**src/hw/rtl/fcrm_pkg.sv**
```systemverilog
// ----------------------------------------------------------------------------
// fcrm_pkg
// Shared types and constants of the falling column rain mask block: grid
// sizes, field widths, operation codes, register selects and word types.
// ----------------------------------------------------------------------------
package fcrm_pkg;

   localparam int MAX_COLUMNS = 64;
   localparam int MAX_ROWS    = 32;

   localparam int COL_W       = $clog2(MAX_COLUMNS);
   localparam int ROW_W       = $clog2(MAX_ROWS);
   localparam int LEN_W       = ROW_W;
   localparam int HEAD_W      = ROW_W + 2;
   localparam int TAIL_W      = HEAD_W + 1;
   localparam int GADDR_W     = ROW_W + COL_W;
   localparam int GLYPH_DEPTH = MAX_ROWS * MAX_COLUMNS;

   localparam int GLYPH_W     = 16;
   localparam int COLS_REG_W  = 7;
   localparam int ROWS_REG_W  = 6;
   localparam int CSR_ADDR_W  = 3;
   localparam int CSR_DATA_W  = 32;

   localparam logic [GLYPH_W-1:0] SPACE_CODE = 16'd32;

   localparam logic [COLS_REG_W-1:0] COLS_RESET = 7'd64;
   localparam logic [ROWS_REG_W-1:0] ROWS_RESET = 6'd32;

   localparam logic CSR_REG_COLS = 1'b0;
   localparam logic CSR_REG_ROWS = 1'b1;

   localparam logic [1:0] OP_TICK = 2'd0;
   localparam logic [1:0] OP_LOAD = 2'd1;
   localparam logic [1:0] OP_READ = 2'd2;

   typedef struct packed {
      logic [1:0]         op;
      logic [5:0]         spawn_column;
      logic [4:0]         spawn_length;
      logic [4:0]         cell_row;
      logic [5:0]         cell_column;
      logic [GLYPH_W-1:0] glyph;
   } req_type;

   typedef struct packed {
      logic [GLYPH_W-1:0] cell_char;
      logic               cell_lit;
   } rsp_type;

   typedef struct packed {
      logic signed [HEAD_W-1:0] head;
      logic [LEN_W-1:0]         len;
      logic [MAX_ROWS-1:0]      lit;
   } col_word_type;

   typedef struct packed {
      logic accept_tick;
      logic accept_load;
      logic accept_read;
      logic walk_issue;
      logic respond;
   } cmd_type;

   typedef struct packed {
      logic walk_last;
   } sts_type;

   typedef enum logic [1:0] {
      ST_IDLE,
      ST_WALK,
      ST_DRAIN,
      ST_RESP
   } state_type;

endpackage

```
**src/hw/rtl/fcrm_ctrl.sv**
```systemverilog
// ----------------------------------------------------------------------------
// fcrm_ctrl
// Controller: takes commands, sequences the column walk of a frame tick and
// the cell read.
// ----------------------------------------------------------------------------
module fcrm_ctrl (
   input  logic              clock,
   input  logic              reset,
   input  logic              start,
   input  logic [1:0]        req_op,
   input  fcrm_pkg::sts_type sts,
   output fcrm_pkg::cmd_type cmd,
   output logic              busy
);
   import fcrm_pkg::*;

   state_type state_ff;
   state_type state_in;

   always_ff @(posedge clock) begin
      if (reset) begin
         state_ff <= ST_IDLE;
      end else begin
         state_ff <= state_in;
      end
   end

   always_comb begin
      state_in = state_ff;
      cmd      = '0;
      busy     = 1'b1;
      unique case (state_ff)
         ST_IDLE: begin
            busy = 1'b0;
            if (start) begin
               case (req_op)
                  OP_TICK: begin
                     cmd.accept_tick = 1'b1;
                     state_in        = ST_WALK;
                  end
                  OP_LOAD: cmd.accept_load = 1'b1;
                  OP_READ: begin
                     cmd.accept_read = 1'b1;
                     state_in        = ST_RESP;
                  end
                  default: ;
               endcase
            end
         end
         ST_WALK: begin
            cmd.walk_issue = 1'b1;
            if (sts.walk_last) begin
               state_in = ST_DRAIN;
            end
         end
         ST_DRAIN: state_in = ST_IDLE;
         ST_RESP: begin
            cmd.respond = 1'b1;
            state_in    = ST_IDLE;
         end
         default: state_in = ST_IDLE;
      endcase
   end

endmodule

```
**config.mk**
```make
export PLATFORM = sky130hd
export DESIGN_NAME = fcrm_ctrl
export DESIGN_NICKNAME = d
export VERILOG_FILES = /design/src/hw/rtl/fcrm_pkg.sv /design/src/hw/rtl/fcrm_ctrl.sv
export SDC_FILE = /design/constraint.sdc
export NUM_CORES = 1
export LEC_CHECK = 0
export BUFFER_PORTS_ARGS = -buffer_cell sky130_fd_sc_hd__buf_2
export CORE_AREA = 2 2 39 41
export DETAILED_ROUTE_END_ITERATION = 10
export DIE_AREA = 0 0 41 43
export GPL_TIMING_DRIVEN = 0
export HOLD_SLACK_MARGIN = 0.05
export PLACE_DENSITY = 0.38
export RECOVER_POWER = 50
export SYNTH_ARGS = -nofsm -noshare
export SYNTH_HDL_FRONTEND = slang
export SYNTH_SLANG_ARGS = --single-unit
export TNS_END_PERCENT = 1
```
**constraint.sdc**
```tcl
create_clock -name clock -period 1.05 [get_ports clock]
set_input_delay 0.21 -clock clock [delete_from_list [all_inputs] [get_ports clock]]
set_output_delay 0.21 -clock clock [all_outputs]
set_load 0.05 [all_outputs]
```
# After elaboration in Yosys (flattened, before gate mapping)

Cells that the tools add are included.

Equal/unequal tests: 8
Muxes and demuxes: 12
Reductions and logical operators: 4

Operators with widths:

| operator                                             | count |
|---|---|
| equality test 2 bit (second input constant)          | 3 |
| 2-to-1 mux 1 bit                                     | 6 |
| 2-to-1 mux 3 bit                                     | 2 |
| case mux 2 bit (3 select lines)                      | 1 |
| equality test 2 x 1 -> 1 bit (second input constant) | 2 |
| zero test 2 bit                                      | 2 |
| 2-to-1 mux 2 bit                                     | 2 |
| != test 2 bit (second input constant)                | 2 |
| case mux 2 bit (2 select lines)                      | 1 |
| != test 3 x 1 -> 1 bit (second input constant)       | 1 |
| AND reduction 3 bit                                  | 1 |
| OR reduction 2 bit                                   | 1 |

Output and inout port bits: 6
Logic and storage cells: 25
Input bits: 6
Bits in registers: 2

# Depth between registers and ports, before layout

Word-level depth: 4
Gate-level depth with buffers: 2
Mapped depth without buffers: 2

# Least setup slack after synthesis

Ideal clock, no wire load.

Kind: register -> output
From: register state_ff[1]
To: output port cmd[3] (netlist bit)
Required time: 840 ps
Setup slack: -1097 ps
Data arrival time: 1937 ps
Buffers on the path: 0
Stages on the path, launching flop included: 3
Cell sequence: dfxtp_1 -> or2_1 -> nor3_1

RTL lines:

| what                     | line            | source |
|---|---|---|
| start: declaration       | fcrm_ctrl.sv:17 | `state_type state_ff;` |
| start signal: assignment | fcrm_ctrl.sv:24 | `state_ff <= state_in;` |
| end: declaration         | fcrm_ctrl.sv:12 | `output fcrm_pkg::cmd_type cmd,` |

==> impl_metrics.json <==
{
  "drtPass1Iterations": 4,
  "r2r_setup_slack_ns": -0.13,
  "drv_slew": 0,
  "final_cell_area_um2": 351.6,
  "syn_nets": 21,
  "cp_num_buf_inv": 1,
  "synth_edf_count": 0,
  "synth_top_area_cell": "dfxtp_1",
  "pin_count": 12,
  "holdCritStartpoint": "reset",
  "regMostFlops": "state_ff",
  "whs_path_depth": 2,
  "finalSetupViolCount": 7,
  "rsz0062_at_grt": "yes",
  "yosys.area.top_type_share_pct": 27.35,
  "wl_per_cell_um": 10.31,
  "slew_headroom_pct": 83.65,
  "fmax_mhz": 676.0,
  "finalPower_mw": 0.3941,
  "fill_cells": 153,
  "grt_start_max_net_pins": 6,
  "clock-sinks": 2,
  "gp_congestion": 0.6006,
  "cp-start-kind": "flip-flop",
  "clk-insertion-delay-late_ns": 0.22,
  "fin_crit_sh_pct": 140.9,
  "route.detailed.drc": 0,
  "viasPerCell": 4.041,
  "grt_pass1_wl_um": 710,
  "maxCapViolations": 0,
  "netlist_top_cells_area": "dfxtp_1, nor4b_2, a211oi_2",
  "tightestPinTransition_ns": 0.2470,
  "cp.required_ns": 0.84,
  "dieArea_um2": 1763,
  "cp-end-kind": "output port",
  "clkTransAtPathRegs_ns": 0.03,
  "synth_seq_cells": 2,
  "cts_buffer_depth": 2,
  "whs_endpoint": "state_ff[0]",
  "slowest_delay_ns": 0.32,
  "yosysUniqueCellTypes": 13,
  "critical_path_depth": 3,
  "hold_viol_final": 0,
  "synthCells": 15,
  "antenna_found_initial": 0,
  "hold_class": "input pin to flip-flop",
  "timing.rr.start": "state_ff[0]",
  "reg_top3": "state_ff x2",
  "avgSynthCellArea_um2": 9.759,
  "finalCriticalPeriod_ns": 1.479,
  "antenna_cells": 0,
  "cts_buffers": 3,
  "finalClockSkew_ns": 0.0007785,
  "timing.rr.end": "state_ff[0]",
  "ys_seq_area_share_pct": 27.35,
  "final_core_util_pct": 25.41,
  "peakVddDrop_mv": 0.3023,
  "areaGrowthSynthToFinish_pct": 140.2,
  "crit_family": "simple AND/OR/NAND/NOR gates",
  "synth_common_cells": "dfxtp_1, nand2_1",
  "cts_hold_buf": 0,
  "clock-root-buffer": "clkbuf_4",
  "path_class": "flip-flop to output port",
  "grt_usage_pct": 6.413,
  "initial_core_util_pct": 10.58,
  "post_dp_cell_area_um2": 245.2,
  "portBuffers": 11,
  "core_area_um2": 1384,
  "crit_chain": "or2_4 > and4bb_2 > buf_8",
  "overflow": 0,
  "fin_nets": 41,
  "cp-startpoint": "state_ff[0]",
  "layout_setup_ws_ns": -0.4293,
  "worstPathArrival_ns": 1.27,
  "drtIter0Drc": 4,
  "dominantRegCellSynth": "dfxtp_1",
  "num_rows": 14,
  "drive_gt1_share_pct": 81.82,
  "die_x_um": 41,
  "p_leak_nw": 0.1527,
  "routed_wl_um": 505,
  "critPathMaxFanout": 4,
  "htree_num_levels": 1,
  "ant_nets": 0,
  "yosysWarningCount": 0,
  "cts_tree": "yes",
  "die_height_um": 43,
  "reg2reg_depth": 4,
  "p_per_area_nw_per_um2": 1121,
  "cp_slowest_cell": "and4bb_2",
  "violations": "negative setup slack",
  "route.vias.total": 198,
  "first_global_vias": 193,
  "synth_area_um2": 146.4,
  "status": "finished with violations",
  "largest_reg_flops": 2,
  "async_reset_ff_share_pct": 0
}
-- cell type report --
type                       count  area (um2)  area share (%)
multi-input combinational     13       138.9           39.50
tap                           16       20.02           5.694
clock buffer                   3       22.52           6.406
sequential                     2       42.54           12.10
timing repair buffer          15       127.6           36.30
-- where the power goes --
group | internal, mW | total [mW] | switching [mW] | leakage [nW]
Sequential | 0.0814 | 0.0842 | 0.00283 | 0.0172
Clock | 0.126 | 0.169 | 0.0434 | 0.0138
Combinational | 0.0622 | 0.140 | 0.0781 | 0.122
-- per-layer routing --
metal | vias to the layer above | track usage [%] | wire length (um)
met1 | 89 | 7.987 | 217
met2 | 14 | 6.563 | 220
li1 | 95 | - | -
met5 | - | 0 | 0
met4 | 0 | 8.000 | 0
met3 | 0 | 3.141 | 67
-- cell usage in the layout (no fill, tap or decap) --
master and count:
buf_2 6, buf_6 4, clkbuf_4 3, buf_4 3
nand2_1 2, buf_8 2, dfxtp_2 2, nor2b_4 1
or2_4 1, and4bb_2 1, nor3_4 1, and2_4 1
nor4b_4 1, or2b_1 1, or3b_1 1, a211oi_2 1
nand4bb_1 1, a211oi_1 1
-- worst register-to-register path: stages, from the launching register on --
cell and delay (ns):
dfxtp_2 0.31, buf_4 0.13, buf_6 0.11, or3b_1 0.36, a211oi_2 0.18
-- worst max path at each step --
stage	to	slack [ns]
after floorplan	cmd[4]	-0.51
after global placement	cmd[4]	-0.31
after detailed placement	cmd[4]	-0.32
after CTS	cmd[4]	-0.44
after global routing	cmd[2]	-0.46
final	cmd[2]	-0.43
-- per-stage QoR --
stage / cells / worst slack, ns / setup TNS, ns / hold slack, ns
floorplan: 15 / -0.5090 / -1.357 / 0.2673
global route: 49 / -0.4611 / -2.198 / 0.1692
finish: 49 / -0.4293 / -1.942 / 0.1674
CTS: 47 / -0.4412 / -1.652 / 0.1544
global placement: 42 / -0.3109 / -0.7906 / 0.3850
detailed placement: 42 / -0.3207 / -0.8155 / 0.3938
-- cells by family after synthesis --
logic type       after synthesis  share of synthesized area [%]
flip-flops                     2                          27.35
AO/OA/AOI/OAI                  2                          13.68
AND/OR/NAND/NOR               11                          58.98
-- what timing repair did --
action	in CTS	in global routing
endpoints found under the setup margin	6	7
pin swaps	5	3
resized for setup	12	5
setup buffers	2	2
gates cloned	0	0
(Power assumes the default switching activity.)
