## src/hw/rtl/fcrm_pkg.sv

```systemverilog
// ----------------------------------------------------------------------------
// fcrm_pkg
// Shared types and constants of the falling column rain mask block: grid
// sizes, field widths, operation codes, register selects and word types.
// ----------------------------------------------------------------------------
package fcrm_pkg;

   localparam int MAX_COLUMNS = 64;
   localparam int MAX_ROWS    = 32;

   localparam int COL_W       = $clog2(MAX_COLUMNS);
   localparam int ROW_W       = $clog2(MAX_ROWS);
   localparam int LEN_W       = ROW_W;
   localparam int HEAD_W      = ROW_W + 2;
   localparam int TAIL_W      = HEAD_W + 1;
   localparam int GADDR_W     = ROW_W + COL_W;
   localparam int GLYPH_DEPTH = MAX_ROWS * MAX_COLUMNS;

   localparam int GLYPH_W     = 16;
   localparam int COLS_REG_W  = 7;
   localparam int ROWS_REG_W  = 6;
   localparam int CSR_ADDR_W  = 3;
   localparam int CSR_DATA_W  = 32;

   localparam logic [GLYPH_W-1:0] SPACE_CODE = 16'd32;

   localparam logic [COLS_REG_W-1:0] COLS_RESET = 7'd64;
   localparam logic [ROWS_REG_W-1:0] ROWS_RESET = 6'd32;

   localparam logic CSR_REG_COLS = 1'b0;
   localparam logic CSR_REG_ROWS = 1'b1;

   localparam logic [1:0] OP_TICK = 2'd0;
   localparam logic [1:0] OP_LOAD = 2'd1;
   localparam logic [1:0] OP_READ = 2'd2;

   typedef struct packed {
      logic [1:0]         op;
      logic [5:0]         spawn_column;
      logic [4:0]         spawn_length;
      logic [4:0]         cell_row;
      logic [5:0]         cell_column;
      logic [GLYPH_W-1:0] glyph;
   } req_type;

   typedef struct packed {
      logic [GLYPH_W-1:0] cell_char;
      logic               cell_lit;
   } rsp_type;

   typedef struct packed {
      logic signed [HEAD_W-1:0] head;
      logic [LEN_W-1:0]         len;
      logic [MAX_ROWS-1:0]      lit;
   } col_word_type;

   typedef struct packed {
      logic accept_tick;
      logic accept_load;
      logic accept_read;
      logic walk_issue;
      logic respond;
   } cmd_type;

   typedef struct packed {
      logic walk_last;
   } sts_type;

   typedef enum logic [1:0] {
      ST_IDLE,
      ST_WALK,
      ST_DRAIN,
      ST_RESP
   } state_type;

endpackage

```

## src/hw/rtl/fcrm_csr.sv

```systemverilog
// ----------------------------------------------------------------------------
// fcrm_csr
// Configuration registers: column count and row count, written and read
// over the register port.
// ----------------------------------------------------------------------------
module fcrm_csr (
   input  logic                                clock,
   input  logic                                reset,
   input  logic                                psel,
   input  logic                                penable,
   input  logic                                pwrite,
   input  logic [fcrm_pkg::CSR_ADDR_W-1:0]     paddr,
   input  logic [fcrm_pkg::CSR_DATA_W-1:0]     pwdata,
   output logic [fcrm_pkg::CSR_DATA_W-1:0]     prdata,
   output logic                                pready,
   output logic [fcrm_pkg::COLS_REG_W-1:0]     cols_raw,
   output logic [fcrm_pkg::ROWS_REG_W-1:0]     rows_raw
);
   import fcrm_pkg::*;

   logic [COLS_REG_W-1:0] cols_ff;
   logic [ROWS_REG_W-1:0] rows_ff;
   logic                  wr_en;
   logic                  reg_sel;

   assign pready  = 1'b1;
   assign wr_en   = psel & penable & pwrite & pready;
   assign reg_sel = paddr[2];

   always_ff @(posedge clock) begin
      if (reset) begin
         cols_ff <= COLS_RESET;
         rows_ff <= ROWS_RESET;
      end else if (wr_en) begin
         unique case (reg_sel)
            CSR_REG_COLS: cols_ff <= pwdata[COLS_REG_W-1:0];
            CSR_REG_ROWS: rows_ff <= pwdata[ROWS_REG_W-1:0];
            default: ;
         endcase
      end
   end

   always_comb begin
      unique case (reg_sel)
         CSR_REG_COLS: prdata = CSR_DATA_W'(cols_ff);
         CSR_REG_ROWS: prdata = CSR_DATA_W'(rows_ff);
         default:      prdata = '0;
      endcase
   end

   assign cols_raw = cols_ff;
   assign rows_raw = rows_ff;

endmodule

```

## config.mk

```make
export PLATFORM = sky130hd
export DESIGN_NAME = fcrm_csr
export DESIGN_NICKNAME = d
export VERILOG_FILES = /design/src/hw/rtl/fcrm_pkg.sv /design/src/hw/rtl/fcrm_csr.sv
export SDC_FILE = /design/constraint.sdc
export NUM_CORES = 1
export LEC_CHECK = 0
export BUFFER_PORTS_ARGS = -buffer_cell sky130_fd_sc_hd__clkbuf_2
export CAP_MARGIN = 20
export CELL_PAD_IN_SITES_DETAIL_PLACEMENT = 1
export CELL_PAD_IN_SITES_GLOBAL_PLACEMENT = 1
export CORE_UTILIZATION = 24
export CTS_BUF_LIST = sky130_fd_sc_hd__clkbuf_8
export CTS_CLUSTER_DIAMETER = 60
export CTS_CLUSTER_SIZE = 14
export DETAILED_ROUTE_END_ITERATION = 16
export PLACE_DENSITY = 0.85
export SYNTH_ARGS = -nofsm -noshare
export SYNTH_HDL_FRONTEND = slang
export SYNTH_SLANG_ARGS = --single-unit
```

## constraint.sdc

```tcl
create_clock -name clock -period 0.8 [get_ports clock]
set_input_delay 0 -clock clock [delete_from_list [all_inputs] [get_ports clock]]
set_output_delay 0 -clock clock [all_outputs]
set_load 0.005 [all_outputs]
```

; ---- After elaboration in Yosys (flattened, before gate mapping)
; Index checks and enable logic that the tools add are counted.
[totals]
reg_bits = 13
input_bits = 40
out_inout_bits = 46
[classes]
muxes = 1
bitwise = 3
n_reduce_logical = 2
[op_table]
columns = op, count
row1 = case mux 32 bit (2 select lines), 1
row2 = AND reduction 2 bit, 2
row3 = AND 1 bit, 2
row4 = NOT 1 bit, 1

; ---- Logic depth before layout (Yosys ltp)
; Gate-level depths: netlist of run 1.
[logic_depth]
ltp_word = 3
ltp_mapped = 4
depth_no_buf = 2

; ---- Least setup slack after synthesis of run 1
; No wires, ideal clock.
[synth_path]
path_kind = input port to flip-flop
from = input port paddr[2] in the netlist's numbering
to = register rows_ff[0], in the netlist rows_raw[0]
setup_ns = 0.072
arrival_time_ns = 0.579
t_required_ns = 0.728
slack_ns = 0.149
path_stages = 4
path_buffers = 2
path_cell_list = buf_6 -> and4_4 -> buf_8 -> mux2i_1
[synth_between]
elab_chain_cells = 1
[synth_lines]
columns = item, line
row1 = start: declaration, fcrm_csr.sv:12  ; input logic [fcrm_pkg::CSR_ADDR_W-1:0] paddr,
row2 = AND reduction 2 bit (no line), n/a
row3 = end signal: assignment, fcrm_csr.sv:37  ; CSR_REG_ROWS: rows_ff <= pwdata[ROWS_REG_W-1:0];
row4 = end: declaration, fcrm_csr.sv:22  ; logic [ROWS_REG_W-1:0] rows_ff;
; Every way passes these cells.
; A chain may end at the register's enable or synchronous reset.

; ---- Worst setup path in the final report of run 1
[layout_path]
from = register cols_ff[5], in the netlist cols_raw[5]
to = output port prdata[5] in the netlist's numbering
[layout_between]
elab_chain_cells = 1
[layout_lines]
columns = item, line
row1 = start: declaration, fcrm_csr.sv:21  ; logic [COLS_REG_W-1:0] cols_ff;
row2 = start signal: assignment, fcrm_csr.sv:36  ; CSR_REG_COLS: cols_ff <= pwdata[COLS_REG_W-1:0];
row3 = case mux 32 bit (2 select lines), fcrm_csr.sv:44  ; unique case (reg_sel)
row4 = end: declaration, fcrm_csr.sv:14  ; output logic [fcrm_pkg::CSR_DATA_W-1:0] prdata,
; Every way passes these cells. The select of a mux whose other input is x is not followed.

==> results of run 1 <==
-- placed cells by master (no fill, tap or decap), drive strengths merged --
cell type	count
buf	21
dfxtp	13
and4b	1
mux2	6
inv	1
and2b	1
and4	1
nand2b	17
nand4b	1
nor2	4
mux2i	13
clkbuf	29
conb	26
-- kinds of logic (layout without fill, tap and decap cells) --
| group | Yosys count | count (layout) | synth area share (%) |
|---|---|---|---|
| buf+inv | 30 | 51 | 26.3 |
| flops | 13 | 13 | 29.9 |
| mux | 19 | 19 | 22.7 |
| other cells | 2 | 26 | 0.862 |
| simple gates | 25 | 25 | 20.3 |
-- metrics by stage --
stage	TNS, ns	setup WS, ns	cells	util [%]	total power [mW]
3_3_place_gp	0	0.0140	163	28.2	0.885
4_1_cts	-0.816	-0.135	179	32.7	1.51
2_1_floorplan	0	0.149	113	-	0.901
5_1_grt	-1.27	-0.176	180	35.5	1.60
3_5_place_dp	0	0.0225	163	28.2	0.887
6_report	-0.874	-0.133	180	35.5	1.50
-- final timing paths --
check,end,cells after the start,start
max,prdata[5],2,cols_raw[5]$_SDFFE_PP0P_
min,cols_raw[5]$_SDFFE_PP0P_,3,pwdata[5]
max reg2reg,cols_raw[4]$_SDFFE_PP0P_,4,cols_raw[4]$_SDFFE_PP0P_
min reg2reg,cols_raw[5]$_SDFFE_PP0P_,2,cols_raw[5]$_SDFFE_PP0P_
-- flip-flops by register name (all words and copies together) (netlist names) --
register  cells
rows_raw      6
cols_raw      7
-- worst max-delay path, stage by stage, from the launching register on --
cell and delay, ns:
dfxtp_2 0.33, mux2_4 0.26, clkbuf_2 0.11
-- power groups by stage --
| stage | registers [mW] | clock network (mW) | logic (mW) |
|---|---|---|---|
| after CTS | 0.672 | 0.614 | 0.223 |
| after global placement | 0.686 | 0 | 0.198 |
| after global routing | 0.676 | 0.652 | 0.271 |
| after floorplan | 0.686 | 0 | 0.214 |
| final | 0.674 | 0.578 | 0.245 |
| after detailed placement | 0.687 | 0 | 0.200 |
-- layout make-up --
cell class,count,area (um^2),area share [%]
clock buffer,3,41.3,3.40
clock inverter,1,3.75,0.309
multi-input combinational,70,483,39.8
sequential,13,277,22.8
tap,46,57.6,4.74
timing repair buffer,47,352,29.0
-- per-layer routing --
metal	vias up	part of all wire [%]	routed length, um
li1	325	-	-
met1	311	40	780
met2	33	54	1040
met3	0	5.8	113
met4	0	0	0
met5	-	0	0
-- what timing repair did --
item                                    in CTS  in global routing
buffers inserted                            12                  1
pin swaps                                    0                  0
endpoints found under the setup margin       7                 19
gates resized for setup                     13                 19
==> results.txt, run 1 <==
Final nets: 175
cell-internal power: 1.13 mW
worst hold slack: 0.0142 ns
IO Port Bufs: 32
Max Buffers Root-to-Sink: 2
maxcap violations: 0
Worst-path clk slew: 0.06 ns
asr flop ratio synth: 0%
Die W: 62.2 um
clk sinks: 13
ranking of synthesized cells by instance count: buf_4, nand2b_1, dfxtp_1, mux2i_1, mux2_2
core area: 3420 um^2
CTS tree: built
most common cell in the synthesized netlist: buf_4
n_diodes: 0
final setup vio count: 8
#FFs+latches synth: 13
First DRT Iteration DRCs: 7
Syn Inst Count: 89
I/O pins: 86
PwrDens: 1230 nW/um^2
Fmax: 1.07 GHz
top-area cell type share of the netlist area: 29.9%
Skew-Pair Late Insertion Delay: 0.24 ns
register area share after synthesis: 29.9%
Vias: 669
layer with the highest usage: met2
initial antenna violation count: 0
synth warn: 0
grt met2 use: 20.9%
RSZ-0062 raised after global routing: true
switching pwr: 0.364 mW
grt ovf: 0
CP startpoint kind: flop
largest cells by area after synthesis: dfxtp_1, buf_4, mux2i_1, nand2b_1, mux2_2
failing checks: setup timing
VDD IR max: 0.000536 V
grt met3 use: 3.49%
final hold viol count: 0
drt total wl: 1940 um
cts bufs inserted: 3
GRT Util Overall: 10.9%
row count: 21
# hold bufs at CTS: 0
EDFF count, synth: 0
Worst EP arrival: 0.93 ns
synthesis-to-finish area growth: 39.4%
Hold WC Path Type: in2reg
largest net degree at the start of global routing: 22
Final Cycle Share: 117%
Worst Skew: 0 ns
status: complete, but fails checks
Slew Viols, Final: 0
Final Critical Period: 0.933 ns
fill cell count: 417
distinct cell type count after synthesis: 14
Required @ worst endpoint: 0.80 ns
layout cells sized above 1: 55.2%
Routed WL per cell: 10.8 um
full die area: 3870 um^2
Die Ht: 62.2 um
fin worst setup slack: -0.133 ns
drt drc: 0
CTS root buf: clkbuf_8
post-synthesis cell area: 871 um^2
Net Sw Frac: 24.3%
Flop pwr share: 45.0%
combinational share of power: 16.4%
Final GP Congestion: 0.588
# H-tree levels: 1
Via density: 3.72
Setup crit end kind: output port
post-route cell area: 1210 um^2
global-route wire length before repair: 3220 um
vias in the first global route: 708
Avg Inst Size Synth: 9.78 um^2
Clk pwr share: 38.6%
Setup Crit Path Kind: reg2out
TritonRoute pass-1 iters: 3
CP max FO: 3
dominant cell type by area after synthesis: dfxtp_1
met1 global-route usage: 11.1%
FF-to-FF setup slack: 0.03 ns
Placed Area: 965 um^2
Top FF cell, synth: dfxtp_1
detailed placement HPWL: 1340 um
initial core utilization: 25.5%
Final ANT Viol Nets: 0
leakage: 0.628 nW
Power figures use the tool's default switching activity.
==> run 2: changes to the inputs <==
Settings changed: BUFFER_PORTS_ARGS -buffer_cell sky130_fd_sc_hd__clkbuf_2 to -buffer_cell sky130_fd_sc_hd__buf_2, CORE_ASPECT_RATIO from default to 0.6, GPL_TIMING_DRIVEN from default to 0.
==> results.txt, run 2 (synthesis results as in run 1) <==
VDD IR max: 0.000492 V (-8.2%)
reg-to-reg startpoint: cols_raw[1]$_SDFFE_PP0P_
largest net degree at the start of global routing: 11 (-50%)
core area: 3360 um^2 (-1.5%)
drt total wl: 2320 um (+20%)
Die W: 79.8 um (+28%)
grt met3 use: 3.21% (-0.29 points)
Placed Area: 1170 um^2 (+22%)
Non-Filler Instances: 206 (+14%)
Placed Instances: 189 (+16%)
Final Cycle Share: 119% (+2.7 points)
worst slack at placement: -0.0138 ns (-0.0363 ns)
First DRT Iteration DRCs: 10 (+3)
Worst Skew: 0 ns (unchanged)
post-route cell area: 1510 um^2 (+24%)
Final nets: 202 (+15%)
synthesis-to-finish area growth: 73.3%
initial core utilization: 25.9% (+0.40 points)
Worst-path clk slew: 0.06 ns (about the same)
met1 global-route usage: 15.2% (+4.1 points)
Required @ worst endpoint: 0.80 ns (about the same)
clk sinks: 13 (unchanged)
final setup vio count: 8 (unchanged)
detailed placement HPWL: 1610 um (+20%)
fin worst setup slack: -0.154 ns (-0.0218 ns)
grt ovf: 0 (unchanged)
cts bufs inserted: 3 (unchanged)
status: complete, but fails checks
Setup crit end kind: output port
# H-tree levels: 1 (unchanged)
CP max FO: 2 (-1)
Hold WC Path Type: in2reg
# hold bufs at CTS: 0 (unchanged)
most frequent cells in the layout: buf_6, buf_4, conb_1
initial antenna violation count: 0 (unchanged)
Via density: 3.72 (+0.18%)
I/O pins: 86 (unchanged)
failing checks: setup timing
crit path from: cols_raw[1]$_SDFFE_PP0P_
Vias: 767 (+15%)
n_diodes: 0 (unchanged)
grt met2 use: 19.2% (-1.6 points)
IO Port Bufs: 31 (-3.1%)
Setup Crit Path Kind: reg2out
GRT Util Overall: 11.8% (+0.88 points)
Final GP Congestion: 0.710 (+21%)
full die area: 3880 um^2 (+0.21%)
Skew-Pair Late Insertion Delay: 0.24 ns (about the same)
final hold viol count: 0 (unchanged)
Worst EP arrival: 0.95 ns (+0.02 ns)
worst hold slack: 0.0180 ns (+0.00380 ns)
drt drc: 0 (unchanged)
CTS root buf: clkbuf_8
worst min-delay path startpoint: pwdata[5]
RSZ-0062 raised after global routing: true
Slew Viols, Final: 0 (unchanged)
row count: 16 (-24%)
global-route wire length before repair: 3390 um (+5.3%)
PwrDens: 1080 nW/um^2 (-13%)
Final Critical Period: 0.954 ns (+0.0218 ns)
TritonRoute pass-1 iters: 2 (-1)
fill cell count: 400 (-4.1%)
max reg flops: 7 (unchanged)
Max Buffers Root-to-Sink: 2 (unchanged)
leakage: 0.800 nW (+27%)
commonest non-fill, non-tap cell in the layout: buf_6
Fmax: 1.05 GHz (-2.3%)
CP startpoint kind: flop
maxcap violations: 0 (unchanged)
Final ANT Viol Nets: 0 (unchanged)
Die Ht: 48.7 um (-22%)
CTS tree: built
Routed WL per cell: 11.3 um (+4.7%)
vias in the first global route: 700 (-1.1%)
layer with the highest usage: met2
layout cells sized above 1: 61.5% (+6.3 points)
## run 2: power breakdown
part / total, mW / internal, mW / leakage [nW] / switching [mW]
sequential: 0.675 / 0.665 / 0.110 / 0.0104
combinational: 0.376 / 0.232 / 0.663 / 0.144
clock: 0.577 / 0.339 / 0.0269 / 0.238
total: 1.63 / 1.24 / 0.800 / 0.392
## run 2: routing by layer
metal	up-vias	share of wire (%)
met2	29	49
met5	-	0
met3	4	5.7
li1	378	-
met4	0	0.60
met1	356	44
## run 2: worst paths after layout
check,slack [ns],endpoint,cells past startpoint
worst max-delay path,-0.15,prdata[1],2
worst min-delay path,0.02,cols_raw[5]$_SDFFE_PP0P_,3
worst max register to register,0.02,cols_raw[1]$_SDFFE_PP0P_,4
worst min register to register,0.53,cols_raw[4]$_SDFFE_PP0P_,2
## run 2: area by class of cell
| class | instances | area, um^2 | area share, % |
|---|---|---|---|
| clock buffers | 3 | 41.3 | 2.74 |
| flip-flops and latches | 13 | 277 | 18.3 |
| clock inverters | 1 | 3.75 | 0.249 |
| multi-input cells | 70 | 502 | 33.3 |
| plain buffers | 30 | 229 | 15.2 |
| well taps | 45 | 56.3 | 3.73 |
| repair buffers | 44 | 400 | 26.5 |
## run 2: per-stage QoR
step           utilization [%]  power (mW)  setup TNS (ns)
2_1_floorplan                -       0.901               0
3_3_place_gp              34.9       0.983               0
3_5_place_dp              34.9       0.985         -0.0675
4_1_cts                   42.6        1.61          -0.949
5_1_grt                   44.9        1.71           -1.37
6_report                  44.9        1.63           -1.06
## run 2: critical path, cell delays in order (launching register included)
cell and delay, ns:
dfxtp_2 0.32, mux2_4 0.27, buf_6 0.12
## run 2: repair_timing
item	4_1_cts	5_1_grt
resized for setup	33	16
setup buffers	12	2
endpoints found under the setup margin	7	19
